**src/hpt_pkg.sv**
```systemverilog
// ----------------------------------------------------------------------------
// hpt_pkg
// Shared widths, codes and types of the homogeneous point transform.
// ----------------------------------------------------------------------------
`default_nettype none

package hpt_pkg;

  localparam int WORD_WIDTH  = 32;
  localparam int FRAC_BITS   = 16;
  localparam int OUT_WIDTH   = 32;
  localparam int HALF_WIDTH  = 32;
  localparam int REG_WIDTH   = 64;
  localparam int NUM_REGS    = 8;
  localparam int IDX_WIDTH   = 3;
  localparam int QUEUE_DEPTH = 4;
  localparam int QPTR_WIDTH  = 2;

  // exact sum of three products plus translation, with two guard bits
  localparam int ACC_WIDTH = ((2 * WORD_WIDTH > WORD_WIDTH + FRAC_BITS) ?
                              2 * WORD_WIDTH : WORD_WIDTH + FRAC_BITS) + 2;
  localparam int NUM_WIDTH = ACC_WIDTH + FRAC_BITS;
  localparam int CMP_WIDTH = ACC_WIDTH + WORD_WIDTH + FRAC_BITS;

  localparam logic [HALF_WIDTH-1:0] ONE_FIX   = HALF_WIDTH'(1) << FRAC_BITS;
  localparam logic [HALF_WIDTH-1:0] HALF_ZERO = '0;

  typedef enum logic [1:0] {
    OP_AFFINE    = 2'd0,
    OP_PROJECT   = 2'd1,
    OP_PERSP     = 2'd2,
    OP_DIRECTION = 2'd3
  } op_t;

  typedef enum logic [IDX_WIDTH-1:0] {
    REG_M11_M12, REG_M13_M14, REG_M21_M22, REG_M23_M24,
    REG_M31_M32, REG_M33_M34, REG_M41_M42, REG_M43_M44
  } reg_idx_t;

  typedef logic signed [WORD_WIDTH-1:0]   word_t;
  typedef logic signed [2*WORD_WIDTH-1:0] prod_t;
  typedef logic signed [ACC_WIDTH-1:0]    acc_t;
  typedef logic [ACC_WIDTH-1:0]           mag_t;
  typedef logic [NUM_WIDTH-1:0]           num_t;
  typedef logic [CMP_WIDTH-1:0]           cmp_t;

  typedef logic [NUM_REGS-1:0][REG_WIDTH-1:0] matrix_t;

  typedef struct packed {
    logic  transl;
    logic  divide;
    word_t x;
    word_t y;
    word_t z;
  } item_t;

  typedef struct packed {
    logic [2:0] neg;
    logic [2:0] ovf;
    logic       wz;
  } side_t;

  typedef struct packed {
    side_t                          side;
    logic [ACC_WIDTH-1:0]           d;
    logic [2:0][ACC_WIDTH-1:0]      rem;
    logic [2:0][WORD_WIDTH-1:0]     lo;
    logic [2:0][WORD_WIDTH-1:0]     q;
  } div_stage_t;

  function automatic logic [REG_WIDTH-1:0] reg_reset(input reg_idx_t idx);
    logic [REG_WIDTH-1:0] v;
    case (idx)
      REG_M11_M12, REG_M33_M34: v = {ONE_FIX, HALF_ZERO};
      REG_M21_M22, REG_M43_M44: v = {HALF_ZERO, ONE_FIX};
      default:                  v = '0;
    endcase
    return v;
  endfunction

endpackage

`default_nettype wire

```
**src/hpt_queue.sv**
```systemverilog
// ----------------------------------------------------------------------------
// hpt_queue
// Short FIFO between the decode front and the arithmetic back.
// ----------------------------------------------------------------------------
`default_nettype none

module hpt_queue (
  input  wire logic           clk,
  input  wire logic           rst,
  input  wire logic           push_valid,
  output logic                push_ready,
  input  wire hpt_pkg::item_t push_item,
  output logic                pop_valid,
  input  wire logic           pop_ready,
  output hpt_pkg::item_t      pop_item
);

  hpt_pkg::item_t                    entries [hpt_pkg::QUEUE_DEPTH];
  logic [hpt_pkg::QPTR_WIDTH-1:0]    wptr;
  logic [hpt_pkg::QPTR_WIDTH-1:0]    rptr;
  logic [hpt_pkg::QPTR_WIDTH:0]      count;
  logic                              push;
  logic                              pop;

  assign push_ready = (count != (hpt_pkg::QPTR_WIDTH+1)'(hpt_pkg::QUEUE_DEPTH));
  assign pop_valid  = (count != '0);
  assign pop_item   = entries[rptr];
  assign push       = push_valid && push_ready;
  assign pop        = pop_valid && pop_ready;

  always_ff @(posedge clk) begin
    if (rst) begin
      wptr  <= '0;
      rptr  <= '0;
      count <= '0;
    end else begin
      if (push) begin
        wptr <= wptr + 1'b1;
      end
      if (pop) begin
        rptr <= rptr + 1'b1;
      end
      if (push && !pop) begin
        count <= count + 1'b1;
      end else if (pop && !push) begin
        count <= count - 1'b1;
      end
    end
  end

  always_ff @(posedge clk) begin
    if (push) begin
      entries[wptr] <= push_item;
    end
  end

endmodule

`default_nettype wire

```
**config.mk**
```make
export PLATFORM = sky130hd
export DESIGN_NAME = hpt_queue
export DESIGN_NICKNAME = d
export VERILOG_FILES = /design/src/hpt_pkg.sv /design/src/hpt_queue.sv
export SDC_FILE = /design/constraint.sdc
export NUM_CORES = 1
export LEC_CHECK = 0
export BUFFER_PORTS_ARGS = -buffer_cell sky130_fd_sc_hd__clkbuf_2
export CORE_ASPECT_RATIO = 1.75
export CORE_MARGIN = 10
export CORE_UTILIZATION = 53
export DETAILED_ROUTE_END_ITERATION = 16
export PLACE_DENSITY_LB_ADDON = 0.05
export SYNTH_ARGS = -nofsm -noshare
export SYNTH_HDL_FRONTEND = slang
export SYNTH_SLANG_ARGS = --single-unit
```
**constraint.sdc**
```tcl
create_clock -name clk -period 5.95 [get_ports clk]
set_input_delay 0.2975 -clock clk [delete_from_list [all_inputs] [get_ports clk]]
set_output_delay 0.2975 -clock clk [all_outputs]
set_load 0.01 [all_outputs]
```
==> results.sh, run 1 <==
export IMPL_antennaDiodeCount=0
export IMPL_gp_congestion=0.7140
export IMPL_synth_area_top_cells="edfxtp_1 (81%), mux4_2 (15%), dfxtp_1 (1.2%)"
export IMPL_power_leakage_nw=6.108
export IMPL_layout_min_cycle_time_ns=3.023
export IMPL_worst_pin_slew_ns=0.9376
export IMPL_globalRouteMet1Util_pct=19.66
export IMPL_die_h_um=239.4
export IMPL_hold_ws_ns=0.02157
export IMPL_clockRootBuffer="clkbuf_16"
export IMPL_vias=6799
export IMPL_p_per_area_mw_per_mm2=422.3
export IMPL_dp_hpwl_mm=17.26
export IMPL_grt_max_degree=99
export IMPL_yosys_warnings=0
export IMPL_startpoint_type="register"
export IMPL_cp_end_kind="output port"
export IMPL_drt_first_pass_iters=4
export IMPL_setup_viol=0
export IMPL_rows=80
export IMPL_clk_pin_slew_ns=0.06
export IMPL_grt_overflow_total=0
export IMPL_cts_tree="built"
export IMPL_grt_pass1_wl_mm=45.13
export IMPL_syn_cell_area_mm2=0.01458
export IMPL_required_ns=5.65
export IMPL_synth_edff_count=392
export IMPL_clock_latency_ns=0.52
export IMPL_nNetsFinal=970
export IMPL_drive_above_1_share_pct=41.49
export IMPL_start_util_pct=53.56
export IMPL_yosysTopAreaCell="edfxtp_1"
export IMPL_synthArstFlopShare_pct=0
export IMPL_status="finished clean"
export IMPL_busiest_layer="met2"
export IMPL_antenna_found_initial=0
export IMPL_via_per_inst=5.413
export IMPL_dieArea_mm2=0.03481
export IMPL_ys_ff_latch=401
export IMPL_synth_avg_cell_area_um2=26.04
export IMPL_synth_top_cell_area_share_pct=80.73
export IMPL_area_delta_synth_final_pct=23.22
export IMPL_drt_initial_drc_count=361
export IMPL_numCtsBuffers=36
export IMPL_rsz0062_at_grt="no"
export IMPL_ios=202
export IMPL_tns_ns=0
export IMPL_clk_path_buf_depth=3
export IMPL_crit_fanout=62
export IMPL_met3_usage_pct=3.628
export IMPL_yosys_cell_types_count=23
export IMPL_core_area_mm2=0.02723
export IMPL_portBuffers=201
export IMPL_drc=0
export IMPL_wl_per_cell_um=23.00
export IMPL_crit_type="reg2out"
export IMPL_skew_ns=0.009668
export IMPL_syn_inst=560
export IMPL_grt_pass1_vias=7801
export IMPL_synthesis_nets=668
export IMPL_grt_util_all_layers_pct=16.75
export IMPL_synth_ff_type="edfxtp_1"
export IMPL_fin_crit_sh_pct=50.81
export IMPL_ir_worst_vdd_uv=298.4
export IMPL_wl_mm=28.89
export IMPL_max_slew_margin_pct=37.49
export IMPL_hold_class="in2reg"
export IMPL_htree_num_levels=2
export IMPL_die_w_um=145.4
export IMPL_ys_seq_area_share_pct=81.96
export IMPL_finalMaxSlewViolations=0
export IMPL_hold_viol=0
export IMPL_arrival_ns=2.73
export IMPL_maxCapViolations=0
export IMPL_clock_sinks=401
export IMPL_gr_usage_met2_pct=30.21
export IMPL_postRouteAntennaNets=0
export IMPL_fmax_mhz=330.7
[state kept, by name, summed over array words and instances, names as in the netlist, named ones only]
name,flops
count,3
entries,392
rptr,2
wptr,2
[worst paths after layout]
check	start	endpoint	slack (ns)	cells past startpoint
max	register	pop_item[88]	2.93	3
min	push_item[6]	entries[3][6]$_DFFE_PP_	0.02	1
max reg2reg	count[0]$_SDFFE_PP0P_	entries[3][62]$_DFFE_PP_	3.13	4
min reg2reg	rptr[1]$_SDFFE_PP0P_	rptr[1]$_SDFFE_PP0P_	0.54	2
[stage by stage]
step | total power, mW | cell area (um2) | setup WS [ns] | std cells | util (%)
6_report | 7.587 | 17970 | 2.927 | 1256 | 65.99
5_1_grt | 7.922 | 17970 | 2.779 | 1256 | 65.99
4_1_cts | 7.711 | 17970 | 2.841 | 1256 | 65.99
3_5_place_dp | 5.342 | 15980 | 3.068 | 1113 | 58.70
3_3_place_gp | 5.294 | 15980 | 3.219 | 1113 | 58.70
2_1_floorplan | 4.696 | 14580 | 2.409 | 560 | -
[kinds of logic (layout without fill, tap and decap cells)]
| logic type | after synthesis | count (layout) | share of synthesized area, % |
|---|---|---|---|
| buf+inv | 26 | 353 | 1.047 |
| compound gates | 5 | 5 | 0.2574 |
| flops | 401 | 401 | 81.96 |
| fa+ha+maj | 6 | 6 | 0.5663 |
| simple gates | 17 | 17 | 0.5748 |
| xor+xnor | 4 | 4 | 0.2402 |
| mux | 101 | 101 | 15.35 |
[Yosys cell counts (2+ instances only)]
cell type / n
buf_2: 11
nand2b_1: 2
buf_8: 3
edfxtp_1: 392
clkbuf_1: 8
mux4_2: 98
nor2_1: 8
xor2_1: 4
or3_1: 2
and2_1: 4
mux2i_1: 2
inv_1: 3
ha_1: 5
dfxtp_1: 9
[area by class of cell]
| cell class | instances | area (um2) |
|---|---|---|
| Inverter | 3 | 11.26 |
| Tap cell | 369 | 461.7 |
| Clock buffer | 42 | 944.7 |
| Clock inverter | 21 | 239.0 |
| Multi-Input combinational cell | 133 | 2487 |
| Sequential cell | 401 | 11960 |
| Fill cell | 1844 | 9259 |
| Timing Repair Buffer | 287 | 1864 |
[per-layer routing]
metal  vias to the layer above  part of all wire, %
li1                       3012                    -
met4                         0                  2.4
met3                        40                  5.3
met2                       194                   54
met5                         -                    0
met1                      3553                   38
[cells in the final DEF (no fill, tap or decap), types with 3 or more instances in the layout]
cell           synthesis  layout
clkbuf_2               0     201
dlygate4sd3_1          0      80
clkinv_2               0       9
buf_4                  0       5
clkbuf_1               8       5
clkinv_1               0       3
inv_1                  3       3
mux4_2                98      98
nor2_1                 8       8
dfxtp_1                9       7
ha_1                   5       5
xor2_1                 4       4
and2_4                 0       4
clkbuf_16              0      37
bufinv_16              0       5
edfxtp_1             392     392
[worst max-delay path, cell delays in order (launching register included)]
cell	delay [ns]
dfxtp_4	0.97
buf_4	0.62
mux4_2	0.43
clkbuf_2	0.16
[power breakdown]
group / switching [mW] / internal, mW / leakage (nW)
Clock: 0.968 / 1.36 / 0.581
Sequential: 0.106 / 3.43 / 3.67
Combinational: 0.908 / 0.815 / 1.86
Total: 1.98 / 5.61 / 6.11
[what timing repair did]
action | 4_1_cts | 5_1_grt
endpoints found under the hold margin | 317 | 0
gates resized for setup | 0 | 0
setup endpoints to repair | 0 | 0
buffers inserted | 0 | 0
hold buffers | 80 | 0
Power figures use the tool's default switching activity.
==> inputs of run 2 (changes only) <==
Settings changed: CORE_UTILIZATION 53 to 51.
Clock period 5.95 ns to 2.5 ns, I/O delays scaled along.
==> results.sh, run 2 (synthesis results as in run 1) <==
export IMPL_status="finished clean"
export IMPL_p_per_area_mw_per_mm2=997.5
export IMPL_maxCapViolations=0
export IMPL_grt_pass1_vias=7937
export IMPL_drt_initial_drc_count=426
export IMPL_startpoint_type="register"
export IMPL_max_slew_margin_pct=65.51
export IMPL_layout_cells_non_filler=1302
export IMPL_final_common_cell="edfxtp_1"
export IMPL_worst_pin_slew_ns=0.5174
export IMPL_htree_num_levels=2
export IMPL_wl_per_cell_um=23.59
export IMPL_drc=0
export IMPL_path_cells="buf_12, mux4_2, clkbuf_2"
export IMPL_crit_end="pop_item[66]"
export IMPL_drive_above_1_share_pct=42.05
export IMPL_largest_reg_flops=392
export IMPL_dp_hpwl_mm=19.47
export IMPL_r2r_end="count[2]$_SDFFE_PP0P_"
export IMPL_cts_tree="built"
export IMPL_via_per_inst=5.358
export IMPL_hold_viol=0
export IMPL_die_w_um=147.8
export IMPL_max_stage_delay_ns=0.60
export IMPL_clockRootBuffer="clkbuf_16"
export IMPL_reg_largest_list="entries (392), count (3)"
export IMPL_clk_path_buf_depth=3
export IMPL_grt_pass1_wl_mm=47.84
export IMPL_nNetsFinal=1007
export IMPL_antenna_found_initial=4
export IMPL_ios=202
export IMPL_grt_overflow_total=0
export IMPL_slowest_stage="dfxtp_4"
export IMPL_rsz0062_at_grt="no"
export IMPL_skew_ns=0.009651
export IMPL_area_delta_synth_final_pct=27.32
export IMPL_top_register="entries"
export IMPL_numCtsBuffers=36
export IMPL_drt_first_pass_iters=6
export IMPL_cp_end_kind="output port"
export IMPL_crit_fanout=26
export IMPL_cts_resized=0
export IMPL_die_h_um=243.7
export IMPL_required_ns=2.38
export IMPL_place_inst=1135
export IMPL_regToRegSetupSlack_ns=0.32
export IMPL_dieArea_mm2=0.03602
export IMPL_grt_util_all_layers_pct=17.35
export IMPL_fmax_mhz=442.1
export IMPL_final_area_mm2=0.01857
export IMPL_tns_ns=0
export IMPL_fin_crit_sh_pct=90.49
export IMPL_r2r_cells=7
export IMPL_start_util_pct=51.94
export IMPL_clk_pin_slew_ns=0.06
export IMPL_power_leakage_nw=6.360
export IMPL_postRouteAntennaNets=0
export IMPL_setup_viol=0
export IMPL_crit_type="reg2out"
export IMPL_clock_latency_ns=0.51
export IMPL_vias=6976
export IMPL_final_cell_mix="edfxtp_1 (392), clkbuf_2 (201), dlygate4sd3_1 (99), mux4_2 (98), clkbuf_16 (38)"
export IMPL_core_area_mm2=0.02807
export IMPL_finalMaxSlewViolations=0
export IMPL_grt_max_degree=44
export IMPL_hold_ws_ns=0.04857
export IMPL_wl_mm=30.72
export IMPL_totalPowerFinal_mw=18.52
export IMPL_ir_worst_vdd_uv=728.5
export IMPL_gp_congestion=0.7270
export IMPL_arrival_ns=2.14
export IMPL_layout_min_cycle_time_ns=2.262
export IMPL_hold_class="in2reg"
export IMPL_placed_area_mm2=0.01634
export IMPL_portBuffers=201
export IMPL_rows=81
export IMPL_clock_sinks=401
export IMPL_worstReg2RegStart="count[0]$_SDFFE_PP0P_"
run 2: layout make-up:
type | instances | area [um2]
clock buffer | 42 | 985.9
antenna | 4 | 10.01
sequential | 401 | 11960
fill | 1888 | 9508
timing repair buffer | 324 | 2402
inverter | 3 | 11.26
clock inverter | 22 | 242.7
multi-input combinational | 133 | 2487
tap | 373 | 466.7
run 2: worst min path at each step:
stage	cells after the start	startpoint	endpoint	slack (ns)
floorplan	0	push_item[0]	entries[0][0]$_DFFE_PP_	0.22
detailed placement	1	push_item[39]	entries[2][39]$_DFFE_PP_	0.35
CTS	4	pop_ready	register	0.01
global route	4	pop_ready	rptr[1]$_SDFFE_PP0P_	0.09
finish	4	pop_ready	register	0.05
global placement	1	push_item[29]	entries[2][29]$_DFFE_PP_	0.34
run 2: what timing repair did:
| item | CTS | global route |
|---|---|---|
| endpoints found under the hold margin | 399 | 0 |
| buffers inserted | 0 | 0 |
| hold buffers | 99 | 0 |
run 2: power by group:
part / switching [mW] / internal (mW) / total (mW)
Clock: 2.31 / 3.35 / 5.66
Combinational: 2.24 / 2.18 / 4.41
Sequential: 0.294 / 8.15 / 8.45
Total: 4.84 / 13.7 / 18.5
run 2: critical path, delay by kind of cell (launching register included):
kind / cells / cell delay, ns
muxes: 1 / 0.55
DFF: 1 / 0.60
buffers and inverters: 2 / 0.45
run 2: through the flow:
step           worst slack, ns  util [%]
2_1_floorplan          0.03705         -
3_3_place_gp            0.4533     58.19
3_5_place_dp            0.3418     58.19
4_1_cts                 0.1589     66.10
5_1_grt                 0.1083     66.13
6_report                0.2378     66.13
run 2: metal layers:
layer | vias up | part of all wire (%) | global-route usage [%]
li1 | 3086 | - | -
met4 | 0 | 1.7 | 4.886
met3 | 40 | 5.7 | 4.287
met2 | 204 | 55 | 31.13
met5 | - | 0 | 0
met1 | 3646 | 37 | 20.10
