--- config.mk ---
export PLATFORM = sky130hd
export DESIGN_NAME = hpt_front
export DESIGN_NICKNAME = d
export VERILOG_FILES = /design/src/hpt_pkg.sv /design/src/hpt_front.sv
export SDC_FILE = /design/constraint.sdc
export NUM_CORES = 1
export LEC_CHECK = 0
export ABC_AREA = 0
export BUFFER_PORTS_ARGS = -buffer_cell sky130_fd_sc_hd__buf_2
export CAP_MARGIN = 20
export CORE_MARGIN = 4
export CORE_UTILIZATION = 44
export CTS_CLUSTER_SIZE = 28
export DETAILED_ROUTE_END_ITERATION = 7
export PLACE_DENSITY = 0.8
export SLEW_MARGIN = 20
export SYNTH_ARGS = -nofsm -noshare
export SYNTH_HDL_FRONTEND = slang
export SYNTH_SLANG_ARGS = --single-unit
--- constraint.sdc ---
create_clock -name clk -period 3.5 [get_ports clk]
set_input_delay 0.525 -clock clk [delete_from_list [all_inputs] [get_ports clk]]
set_output_delay 0.525 -clock clk [all_outputs]
set_load 0.1 [all_outputs]
--- src/hpt_pkg.sv ---
// ----------------------------------------------------------------------------
// hpt_pkg
// Shared widths, codes and types of the homogeneous point transform.
// ----------------------------------------------------------------------------
`default_nettype none

package hpt_pkg;

  localparam int WORD_WIDTH  = 32;
  localparam int FRAC_BITS   = 16;
  localparam int OUT_WIDTH   = 32;
  localparam int HALF_WIDTH  = 32;
  localparam int REG_WIDTH   = 64;
  localparam int NUM_REGS    = 8;
  localparam int IDX_WIDTH   = 3;
  localparam int QUEUE_DEPTH = 4;
  localparam int QPTR_WIDTH  = 2;

  // exact sum of three products plus translation, with two guard bits
  localparam int ACC_WIDTH = ((2 * WORD_WIDTH > WORD_WIDTH + FRAC_BITS) ?
                              2 * WORD_WIDTH : WORD_WIDTH + FRAC_BITS) + 2;
  localparam int NUM_WIDTH = ACC_WIDTH + FRAC_BITS;
  localparam int CMP_WIDTH = ACC_WIDTH + WORD_WIDTH + FRAC_BITS;

  localparam logic [HALF_WIDTH-1:0] ONE_FIX   = HALF_WIDTH'(1) << FRAC_BITS;
  localparam logic [HALF_WIDTH-1:0] HALF_ZERO = '0;

  typedef enum logic [1:0] {
    OP_AFFINE    = 2'd0,
    OP_PROJECT   = 2'd1,
    OP_PERSP     = 2'd2,
    OP_DIRECTION = 2'd3
  } op_t;

  typedef enum logic [IDX_WIDTH-1:0] {
    REG_M11_M12, REG_M13_M14, REG_M21_M22, REG_M23_M24,
    REG_M31_M32, REG_M33_M34, REG_M41_M42, REG_M43_M44
  } reg_idx_t;

  typedef logic signed [WORD_WIDTH-1:0]   word_t;
  typedef logic signed [2*WORD_WIDTH-1:0] prod_t;
  typedef logic signed [ACC_WIDTH-1:0]    acc_t;
  typedef logic [ACC_WIDTH-1:0]           mag_t;
  typedef logic [NUM_WIDTH-1:0]           num_t;
  typedef logic [CMP_WIDTH-1:0]           cmp_t;

  typedef logic [NUM_REGS-1:0][REG_WIDTH-1:0] matrix_t;

  typedef struct packed {
    logic  transl;
    logic  divide;
    word_t x;
    word_t y;
    word_t z;
  } item_t;

  typedef struct packed {
    logic [2:0] neg;
    logic [2:0] ovf;
    logic       wz;
  } side_t;

  typedef struct packed {
    side_t                          side;
    logic [ACC_WIDTH-1:0]           d;
    logic [2:0][ACC_WIDTH-1:0]      rem;
    logic [2:0][WORD_WIDTH-1:0]     lo;
    logic [2:0][WORD_WIDTH-1:0]     q;
  } div_stage_t;

  function automatic logic [REG_WIDTH-1:0] reg_reset(input reg_idx_t idx);
    logic [REG_WIDTH-1:0] v;
    case (idx)
      REG_M11_M12, REG_M33_M34: v = {ONE_FIX, HALF_ZERO};
      REG_M21_M22, REG_M43_M44: v = {HALF_ZERO, ONE_FIX};
      default:                  v = '0;
    endcase
    return v;
  endfunction

endpackage

`default_nettype wire

--- src/hpt_front.sv ---
// ----------------------------------------------------------------------------
// hpt_front
// Input register: accepts points and decodes the op into path flags.
// ----------------------------------------------------------------------------
`default_nettype none

module hpt_front (
  input  wire logic                               clk,
  input  wire logic                               rst,
  input  wire logic                               in_valid,
  output logic                                    in_ready,
  input  wire logic [1:0]                         op,
  input  wire logic [31:0]                        in_x,
  input  wire logic [31:0]                        in_y,
  input  wire logic [31:0]                        in_z,
  output logic                                    push_valid,
  input  wire logic                               push_ready,
  output hpt_pkg::item_t                          push_item
);

  logic           valid;
  hpt_pkg::item_t item;
  hpt_pkg::item_t item_next;

  assign in_ready   = !valid || push_ready;
  assign push_valid = valid;
  assign push_item  = item;

  always_comb begin
    item_next   = '0;
    item_next.x = in_x[hpt_pkg::WORD_WIDTH-1:0];
    item_next.y = in_y[hpt_pkg::WORD_WIDTH-1:0];
    item_next.z = in_z[hpt_pkg::WORD_WIDTH-1:0];
    case (hpt_pkg::op_t'(op))
      hpt_pkg::OP_AFFINE: begin
        item_next.transl = 1'b1;
        item_next.divide = 1'b0;
      end
      hpt_pkg::OP_PROJECT: begin
        item_next.transl = 1'b1;
        item_next.divide = 1'b1;
      end
      hpt_pkg::OP_PERSP: begin
        item_next.transl = 1'b0;
        item_next.divide = 1'b1;
      end
      default: begin
        item_next.transl = 1'b0;
        item_next.divide = 1'b0;
      end
    endcase
  end

  always_ff @(posedge clk) begin
    if (rst) begin
      valid <= 1'b0;
    end else if (in_ready) begin
      valid <= in_valid;
    end
  end

  always_ff @(posedge clk) begin
    if (in_valid && in_ready) begin
      item <= item_next;
    end
  end

endmodule

`default_nettype wire

==> summary by stage, run 1 <==
CTS
The worst-case clock buffer depth is 2. TritonCTS built the clock tree. The number of gates resized after CTS was 0. The clock net sink count is 99. For this design, the CTS-stage hold fixing added 0 buffers.

Buffers inserted during clock tree synthesis total 9. Clock latency on the worst-skew pair, taken at its later pin, is approximately 0.34 ns. The number of setup buffers added after CTS is 0.

The H-tree was split into 3 levels. Clock-pin slew was measured on the worst setup and hold paths at 0.10 ns. In this run the clock root is driven by a sky130_fd_sc_hd__clkbuf_8.

Floorplanning
The die covers 8290 um2. The effective utilization at floorplan is 0.449. The site row count is 30. The die is 91.1 um tall. roughly 200 I/O pins were placed. The chip width is between 90 and 100 um. The area of the placeable core is 6760 um2.

STA
The max-slew violation total from the final report was 0. On the final layout, the worst clock skew is between 0.009 and 0.01 ns. The slew at the pin with the worst max-slew slack is between 0.5 and 0.6 ns. Setup violations remaining at the end of the flow were counted as 0. Derived from the worst setup path, the maximum achievable clock frequency is between 500 and 600 MHz.

Summed over all failing endpoints, the final setup total negative slack is 0 ns. The minimum period implied by the final worst setup slack is between 1.5 and 2 ns. The final-report hold violation count is 0. The fraction of the cycle the final worst path needs is 0.495. Setup repair after global routing left no endpoint under its margin.

Measured against its own limit, the worst slew margin works out to 0.646.

Synthesis
The number of different library cells in the post-synthesis netlist is 8. The adder-cell share of the synthesized area is 0.00824. The area fraction in compound gates after synthesis is 0.00288. The main combinational cell family by area after synthesis is simple AND/OR/NAND/NOR gates. The xor-xnor portion of the synthesized cell area is 0. The synthesized net count is between 200 and 250. The cell area after synthesis is just over 3000 um2. The simple-gate portion of the synthesized area is 0.00948. The Yosys step of the flow raised 0 warnings. The area share of the leading cell type in the synthesized netlist is 0.969. The number of instances in the synthesized netlist is roughly 110. The average size of a mapped cell is ~28 um2. By area the synthesized netlist is led by sky130_fd_sc_hd__edfxtp_1 97%, sky130_fd_sc_hd__ha_1 0.82%, sky130_fd_sc_hd__dfxtp_1 0.66%. The synthesized design spends more area on one cell type than any other, namely sky130_fd_sc_hd__edfxtp_1. The mux cell area share after synthesis is 0. Counting flops and latches in the post-synthesis netlist gives 99.

The proportion of synthesized chip area in sequential cells is 0.976.

Worst hold path
The type of the most critical hold path is in -> reg.

Critical path
STA classifies the critical path endpoint as an output pin. Of all nets on the critical path, the largest fanout is 3. The worst setup path is launched from a flop. The classification of the worst setup path is reg -> out.

The data arrival time of the critical path is around 1.2 ns. The required arrival time at the worst endpoint is 2.97 ns.

Drt
Summing over every cut layer, the via total after detailed routing is 1824. The post-detailed-route via-to-cell ratio is approximately 4.5. The wire length per cell after detailed routing is around 17 um. The antenna violation net count after detailed routing is 0. The post-route DRC violation count is 0.

The number of search-and-repair iterations in the first detailed-routing pass is 4. The first-iteration detailed-routing DRC count is 85. The routed design has around 7000 um of wire.

Cells and area
From synthesis to final layout, the design area changed by 42.9%. In the final layout, the share of cells above drive strength 1 is 0.678. The count of antenna diodes in the layout is 0.

The filler cells instantiated in the layout total 520. At the end of the flow, the number of nets in the layout was roughly 430.

Place
The half-perimeter wire length of the detailed placement result is between 5000 and 6000 um. The number of buffers inserted by port buffering is approximately 200. Routability-driven placement finished with a final weighted congestion of around 0.75.

Job
The number of maximum-capacitance violations is 0.

Global routing
The number of global-route vias before repair is between 2k and 2.5k. The initial antenna violation count came to 0. The total track usage is 0.170.

The first global-routing pass estimated 10400 um of wire. Summed over all layers, the global routing overflow is 0. Entering global routing, the biggest net connects 59 pins.

Pwr
The overall power of the completed layout is 2.70 mW. For this design the static power due to leakage is about 1.9 nW. The worst-case IR drop observed on VDD is between 300 and 400 uV.

The power per standard cell area is 623 nW/um2.

Status
The run finished with clean final reports.
## where the power goes
part / total [mW] / switching (mW) / internal (mW)
logic: 0.648 / 0.560 / 0.0878
registers: 1.40 / 0.0160 / 1.38
clock network: 0.655 / 0.386 / 0.269
total: 2.70 / 0.962 / 1.74
## worst max-delay path: stages (launching register included)
cell,delay [ns]
sky130_fd_sc_hd__dfxtp_1,0.35
sky130_fd_sc_hd__nand2b_4,0.09
sky130_fd_sc_hd__buf_2,0.42
## synthesized netlist by cell type
cell type and n:
sky130_fd_sc_hd__a21oi_2 1, sky130_fd_sc_hd__nand2b_4 1, sky130_fd_sc_hd__dfxtp_1 1, sky130_fd_sc_hd__inv_1 3, sky130_fd_sc_hd__and2_4 1, sky130_fd_sc_hd__or2_2 1, sky130_fd_sc_hd__edfxtp_1 98, sky130_fd_sc_hd__ha_1 2
## cell families after synthesis
logic type / Yosys count
AOI/OAI and AO/OA: 1
adders and majority gates: 2
buffers and inverters: 3
DFF: 99
and+or+nand+nor: 3
## sequential cells by signal, summed over array words and instances, names as in the netlist
| name | flops |
|---|---|
| push_item | 98 |
| push_valid | 1 |
## cell type report
| cell class | count | area, um2 | area share |
|---|---|---|---|
| flip-flops and latches | 99 | 2960 | 0.683 |
| inverters | 3 | 11.3 | 0.00259 |
| multi-input cells | 6 | 62.6 | 0.0144 |
| clock buffers | 10 | 128 | 0.0294 |
| repair buffers | 202 | 1030 | 0.236 |
| clock inverters | 6 | 50.0 | 0.0115 |
| well taps | 80 | 100 | 0.0231 |
## cells in the final DEF, fill, tap and decap left out
cell	synthesis	layout
sky130_fd_sc_hd__or2_2	1	1
sky130_fd_sc_hd__clkinvlp_4	0	1
sky130_fd_sc_hd__clkinv_2	0	1
sky130_fd_sc_hd__edfxtp_1	98	98
sky130_fd_sc_hd__clkinv_4	0	1
sky130_fd_sc_hd__a21oi_2	1	1
sky130_fd_sc_hd__ha_1	2	2
sky130_fd_sc_hd__inv_6	0	2
sky130_fd_sc_hd__clkbuf_1	0	1
sky130_fd_sc_hd__clkbuf_8	0	9
sky130_fd_sc_hd__buf_2	0	201
sky130_fd_sc_hd__inv_1	3	3
sky130_fd_sc_hd__inv_8	0	1
sky130_fd_sc_hd__and2_4	1	1
sky130_fd_sc_hd__buf_12	0	1
sky130_fd_sc_hd__nand2b_4	1	1
sky130_fd_sc_hd__dfxtp_1	1	1
## metrics by stage
stage / worst slack, ns / util / hold WS (ns) / cells / cell area, um2
after floorplan: 1.16 / - / 0.587 / 108 / 3040
after global placement: 1.57 / 0.616 / 0.491 / 390 / 4160
after detailed placement: 1.52 / 0.616 / 0.513 / 390 / 4160
after CTS: 1.75 / 0.642 / 0.308 / 406 / 4340
after global routing: 1.71 / 0.642 / 0.307 / 406 / 4340
final: 1.77 / 0.642 / 0.325 / 406 / 4340
## layer usage
layer  wire, um  track usage
met5          0            0
met4        150       0.0754
met3        827       0.0829
met2       3830        0.302
met1       2080        0.164
## worst paths after layout
| kind | start | end | slack [ns] | cells past startpoint |
|---|---|---|---|---|
| setup / recovery | push_valid$_SDFFE_PP0P_ | in_ready | 1.77 | 2 |
| hold / removal | rst | push_valid$_SDFFE_PP0P_ | 0.32 | 2 |
| setup reg to reg | push_valid$_SDFFE_PP0P_ | push_item[29]$_DFFE_PP_ | 1.84 | 3 |
| hold reg to reg | push_valid$_SDFFE_PP0P_ | push_valid$_SDFFE_PP0P_ | 0.52 | 2 |
Power figures use the tool's default switching activity.
==> run 2, diff against run 1 <==
Settings changed: CORE_UTILIZATION 44 to 37, PLACE_DENSITY 0.8 to 0.71.
Clock period 3.5 ns to 1.4 ns, I/O delays scaled along.
==> run 2 against run 1 <==
Die area is 17% higher. Sequential cell count unchanged. Critical path depth decreased by 1. Setup slack worse by 1.7 ns. Sequential share of layout area decreased by 2.1 points. Critical path type unchanged. Non-clock buffer count up 7.
==> summary by stage, run 2 (same netlist as run 1, synthesis figures left out) <==
Status
The run finished with clean final reports.

Critical path
The largest stage delay on the critical path is around 0.42 ns. The kind of start point of the critical path is a flop. Counting both buffers and inverters, the worst setup path holds a total of 1. STA classifies the critical path endpoint as an output pin.

Of all nets on the critical path, the largest fanout is 2. The kind of cell with the highest combined delay along the critical path is buffers and inverters. STA puts the critical path data required time at around 1.2 ns.

The slowest stage of the critical path belongs to the cell sky130_fd_sc_hd__buf_2. Traced cell by cell, the critical path runs through buf_2. The worst setup path is of the reg -> out kind. STA puts the critical path data arrival time at about 1.1 ns.

STA
The maximum clock frequency is ~740 MHz. In this run the tightest slew margin relative to its limit is 0.658. The max-slew violation total from the final report was 0. Setup repair after global routing left no endpoint under its margin. Setup violations remaining at the end of the flow were counted as 0. The final-report hold violation count is 0. The fraction of the cycle the final worst path needs is 0.965. The clock tree skew after final layout is between 0.01 and 0.015 ns.

For the pin with the worst max-slew slack, the measured transition is around 0.52 ns. The setup total negative slack is 0 ns. The minimum period implied by the final worst setup slack is between 1 and 1.5 ns. The worst hold slack is 0.0281 ns.

Cells and area
The final layout net count is 432. The number of flip-flops under the largest register name is 98. The utilization after layout is 0.571. The area occupied by multi-input gates is about 63 um2. The footprint of the flip-flops and latches is roughly 3000 um2. The most frequent standard cell in the layout excluding fill and tap cells is sky130_fd_sc_hd__buf_2. The count of antenna diodes in the layout is 0. Relative to the synthesized area, the layout overhead comes to 47.6%. In the final layout, the share of cells above drive strength 1 is 0.664. The final-layout fill cell count is about 670. The top cell types in the final layout, fill and taps aside, are 196 x sky130_fd_sc_hd__buf_2, 98 x sky130_fd_sc_hd__edfxtp_1, 9 x sky130_fd_sc_hd__clkbuf_8, 5 x sky130_fd_sc_hd__dlygate4sd3_1, 4 x sky130_fd_sc_hd__clkbuf_4.

CTS
The worst-case clock buffer depth is 2. The total CTS buffers is 9. Clock-pin slew was measured on the worst setup and hold paths at 0.09 ns. The root cell of the clock tree is sky130_fd_sc_hd__clkbuf_8. The clock net sink count is slightly below 100.

The later pin in the worst-skew pair is clocked with a latency of between 0.3 and 0.4 ns. The TritonCTS clock tree is yes. The number of setup buffers added after CTS is 0. The clock tree synthesis step divided the H-tree into 3 levels.

Drt
The final wirelength is 7170 um. The wire length per cell after detailed routing is around 16 um. The post-route DRC violation count is 0. The number of search-and-repair iterations in the first detailed-routing pass is 4.

The routed layout has roughly 1.8k vias. Once detail routing completed, the nets flagged for antenna violations numbered 0. The detailed router finished its first iteration with between 40 and 50 violations. In the routed layout, each cell is associated on average with a via count of about 4.2.

Place
The congestion estimate from routability-driven global placement came to approximately 0.73. The number of buffers inserted by port buffering is 201. The half-perimeter wire length of the detailed placement result is roughly 5700 um.

Global routing
In the global route stage, met2 resource usage came out at 0.255. The number of global-route vias before repair was 2054. The initial antenna violation count is 0. The pin count of the biggest net entering global routing is 50. The first global-routing pass estimated 10700 um of wire.

The highest-utilization routing layer at the global route stage is met2. The routing usage on met3 is 0.0800. The total track usage is 0.148.

The met1 usage is 0.151. After global routing the overflow that remains totals 0.

Floorplanning
The y dimension of the die is ~99 um. The area of the placeable core is between 7000 and 8000 um2. The die covers 9720 um2. The effective utilization at floorplan is 0.387. From left edge to right edge, the die measures 98.6 um. The number of top-level design ports is roughly 200.

The site row count is 32.

Job
The tool flagged a number of max-cap violations equal to 0.

Pwr
For this design the ratio of total power to cell area is between 1500 and 2000 nW/um2. The leakage power is 1.94 nW. The highest ir drop seen on vdd is between 900 and 1000 uV.

Worst hold path
The type of the most critical hold path is in -> reg.
[run 2: cell count changes in the layout (fill, tap and decap cells not counted), sizes merged]
cell	previous run	this run
clkbuf	10	15
bufinv	0	1
inv	6	3
buf	202	200
dlygate4sd3	0	5
clkinv	2	3
[run 2: path summary, 6_finish.rpt]
| check | from | to | slack, ns | depth (start not counted) |
|---|---|---|---|---|
| worst max-delay path | push_valid$_SDFFE_PP0P_ | push_valid | 0.05 | 1 |
| worst min-delay path | in_z[11] | push_item[11]$_DFFE_PP_ | 0.03 | 1 |
| worst max register to register | push_valid$_SDFFE_PP0P_ | push_item[66]$_DFFE_PP_ | 0.15 | 3 |
| worst min register to register | push_valid$_SDFFE_PP0P_ | push_valid$_SDFFE_PP0P_ | 0.53 | 2 |
[run 2: layout make-up]
type / instances / share of cell area
Sequential cell: 99 / 0.662
Timing Repair Buffer: 209 / 0.252
Clock buffer: 11 / 0.0293
Tap cell: 102 / 0.0285
Multi-Input combinational cell: 6 / 0.0140
Clock inverter: 5 / 0.0120
Inverter: 3 / 0.00251
[run 2: where the power goes]
group	leakage, nW	internal [mW]	total, mW	switching [mW]
Sequential	0.957	3.46	3.50	0.0410
Clock	0.0886	0.820	1.72	0.899
Combinational	0.894	0.246	1.65	1.40
[run 2: metal layers]
metal | share of wire | wire (um)
met2 | 0.52 | 3750
met3 | 0.14 | 981
met5 | 0 | 0
met1 | 0.33 | 2350
met4 | 0.013 | 91
[run 2: stage by stage]
stage	setup slack [ns]	cell area, um2	cells	power (mW)
floorplan	-0.582	3040	108	4.87
global placement	0.198	4240	414	5.20
detailed placement	0.166	4240	414	5.22
CTS	0.00324	4430	431	6.95
global route	0.00236	4480	435	7.14
finish	0.0493	4480	435	6.87
[run 2: timing repair]
action / 4_1_cts / 5_1_grt
endpoints found under the setup margin: 0 / 4
hold endpoints to repair: 1 / 4
resized for setup: 0 / 4
hold buffers: 1 / 4
==> run 3, diff against run 2 <==
Settings changed: CORE_ASPECT_RATIO set to 0.6, CORE_MARGIN 4 to 2, GPL_ROUTABILITY_DRIVEN set to 0.
==> run 3 against run 2 <==
Fmax is 2.7% higher. Critical endpoint unchanged. Non-clock buffer count is 2 lower. Highest routed layer unchanged. Largest power group unchanged. Clock skew is 0.0070 ns lower. Utilization is 0.53 points higher. Largest cell class unchanged.
==> summary by stage, run 3 (same netlist as run 1, synthesis figures left out) <==
Place
The standard cell area after detailed placement is about 4300 um2. Input and output buffers added on the ports amount to 201. The number of placed instances, taps included, is 423. The half-perimeter wire length of the detailed placement result is about 5100 um.

CTS
The longest clock path from root to sink contains 2 buffers. Hold repair after CTS inserted 0 buffers. The clock transition at the registers of the reported paths is around 0.06 ns. The number of setup buffers added after CTS is 0.

Counting every sink on the clock net gives 99. In this run the number of H-tree levels came out at 3. The post-cts gate resize count is 1. The tree is rooted in a sky130_fd_sc_hd__clkbuf_16. TritonCTS built the clock tree. The later pin in the worst-skew pair is clocked with a latency of 0.33 ns. Clock tree synthesis inserted a total of 9 buffers.

Drt
The post-route DRC violation count is 0. The pre-antenna-repair detailed-routing pass consisted of 4 iterations. For this block, the initial DRC count from the detailed router was 76.

The detailed router put a total of 2410 um of wire on met1. The detailed-route via count is between 1.5k and 2k. Wire segments on met2 add up to between 3000 and 4000 um in the final route. The detail route stage leaves a number of antenna-violating nets equal to 0.

The routed length on met3 is roughly 920 um. The final wirelength is ~6400 um. The top routing layer in use is met4. After detailed routing, the average wire length per cell comes to 14.7 um. In the routed layout, each cell is associated on average with a via count of approximately 4.2.

Critical path
The element type at the critical path end is an output pin. The kind of cell with the highest combined delay on the critical path is buffers and inverters. Across all register-to-register paths, the minimum setup slack is 0.20 ns.

At the worst endpoint, the arrival time is ~1.1 ns. The worst flop-to-flop path endpoint is push_item[0]$_DFFE_PP_. STA puts the critical path data required time at approximately 1.2 ns. The worst setup path is launched from a flop.

The critical path is of the reg -> out type. The number of cells on the critical path is 1. Together, buffers and inverters on the worst path number 1. The number of cells on the worst reg-to-reg path is 3.

The critical register-to-register path startpoint is push_valid$_SDFFE_PP0P_. The signal on the critical path passes through buf_2. The highest-delay cell along the critical path is sky130_fd_sc_hd__buf_2. The largest stage delay on the critical path is ~0.42 ns. The top fanout value on the critical path is 2.

The critical path launch point is push_valid$_SDFFE_PP0P_.

STA
The clock tree skew after final layout is 0.00459 ns. The max-slew violation total from the final report is 0. The final count of negative-setup-slack endpoints is 0. Based on the critical path, the design can be clocked at up to 760 MHz. The fraction of the cycle the final worst path needs is 0.939. Setup repair after global routing left no endpoint under its margin. The minimum period implied by the final worst setup slack is 1.32 ns. The worst slew margin relative to its limit is 0.663. The final-report hold violation count is 0.

The slew at the pin with the worst max-slew slack is about 0.5 ns. Hold timing on the final database bottoms out at a slack of ~0.030 ns.

Floorplanning
During I/O placement, the number of pins put on the boundary was 202. For this configuration, the core starts out at a cell density of 0.384. Row generation in the floorplan step produced 25 rows. The overall die area is 8970 um2. The area of the placeable core is a little under 8000 um2. The y dimension of the die is 74.2 um. The chip width is ~120 um.

Worst hold path
In this run the most critical hold path is launched from rst. The endpoint with the worst hold slack is push_valid$_SDFFE_PP0P_. The number of stages on the worst hold path is 2. The type of the most critical hold path is in -> reg.

Cells and area
The synthesis-to-layout area growth is 50.2%. In the final layout, the share of cells above drive strength 1 is 0.686. The repair_antennas step left the layout with diodes totalling 0. Summing all non-filler instances in the final layout gives an area of between 4000 and 5000 um2. The final-layout fill cell count is 625.

The final layout net count is 430. The number of flip-flops under the largest register name is 98. Leaving out filler cells and counting taps, the final layout contains approximately 440.

The library cells used most frequently in the layout, excluding fill and tap cells, are 200 x sky130_fd_sc_hd__buf_2, 98 x sky130_fd_sc_hd__edfxtp_1, 9 x sky130_fd_sc_hd__clkbuf_16, 4 x sky130_fd_sc_hd__buf_4. Leaving out fill and tap cells, the most frequent cell in the layout is sky130_fd_sc_hd__buf_2.

Job
The number of maximum-capacitance violations is 0.

Global routing
The initial antenna violation count was 0. The total track usage is 0.142. The number of global-route vias before repair came to 1909. Entering global routing, the biggest net connects 29 pins.

The wire length of the first global-routing pass is between 9000 and 10000 um. Global routing finished with a remaining overflow of 0.

Pwr
The leakage power is a little under 2 nW. The power per standard cell area is about 1600 nW/um2. VDD sags by at most between 900 and 1000 uV.

Status
The flow ran to the end, and the final reports show no timing, DRC or antenna violations.
[run 3: cell count changes in the layout (fill, tap and decap cells not counted), sizes merged]
| cell | delta |
|---|---|
| buf | +7 |
| clkinvlp | -1 |
| clkbuf | -5 |
| clkinv | +2 |
| dlygate4sd3 | -5 |
[run 3: per-layer routing]
metal	vias to the layer above	global-route usage
li1	865	-
met4	0	0.0478
met5	-	0
met2	128	0.225
met3	9	0.0851
met1	851	0.163
[run 3: area by class of cell]
| class | instances | area [um2] | area share |
|---|---|---|---|
| Sequential cell | 99 | 2970 | 0.650 |
| Timing Repair Buffer | 207 | 1090 | 0.239 |
| Clock buffer | 10 | 229 | 0.0502 |
| Tap cell | 108 | 135 | 0.0296 |
| Clock inverter | 6 | 66.3 | 0.0145 |
| Multi-Input combinational cell | 6 | 62.6 | 0.0137 |
| Inverter | 3 | 11.3 | 0.00247 |
[run 3: how the worst max path moves through the flow]
stage	endpoint	slack, ns
3_3_place_gp	push_item[24]$_DFFE_PP_	0.19
4_1_cts	push_item[78]	0.05
6_report	push_valid	0.08
2_1_floorplan	push_item[0]$_DFFE_PP_	-0.58
3_5_place_dp	push_item[4]$_DFFE_PP_	0.19
5_1_grt	push_item[19]	0.04
[run 3: metrics by stage]
stage / setup TNS [ns] / utilization / power (mW) / setup slack (ns)
final: 0 / 0.576 / 7.51 / 0.0849
after floorplan: -57.08 / - / 4.87 / -0.582
after detailed placement: 0 / 0.539 / 5.22 / 0.190
after global placement: 0 / 0.539 / 5.21 / 0.192
after global routing: 0 / 0.576 / 7.76 / 0.0364
after CTS: 0 / 0.576 / 7.61 / 0.0544
[run 3: power breakdown]
part,switching (mW),leakage (nW),internal [mW],total (mW)
Clock,0.983,0.146,1.39,2.37
Combinational,1.40,0.884,0.242,1.64
Sequential,0.0384,0.957,3.47,3.50
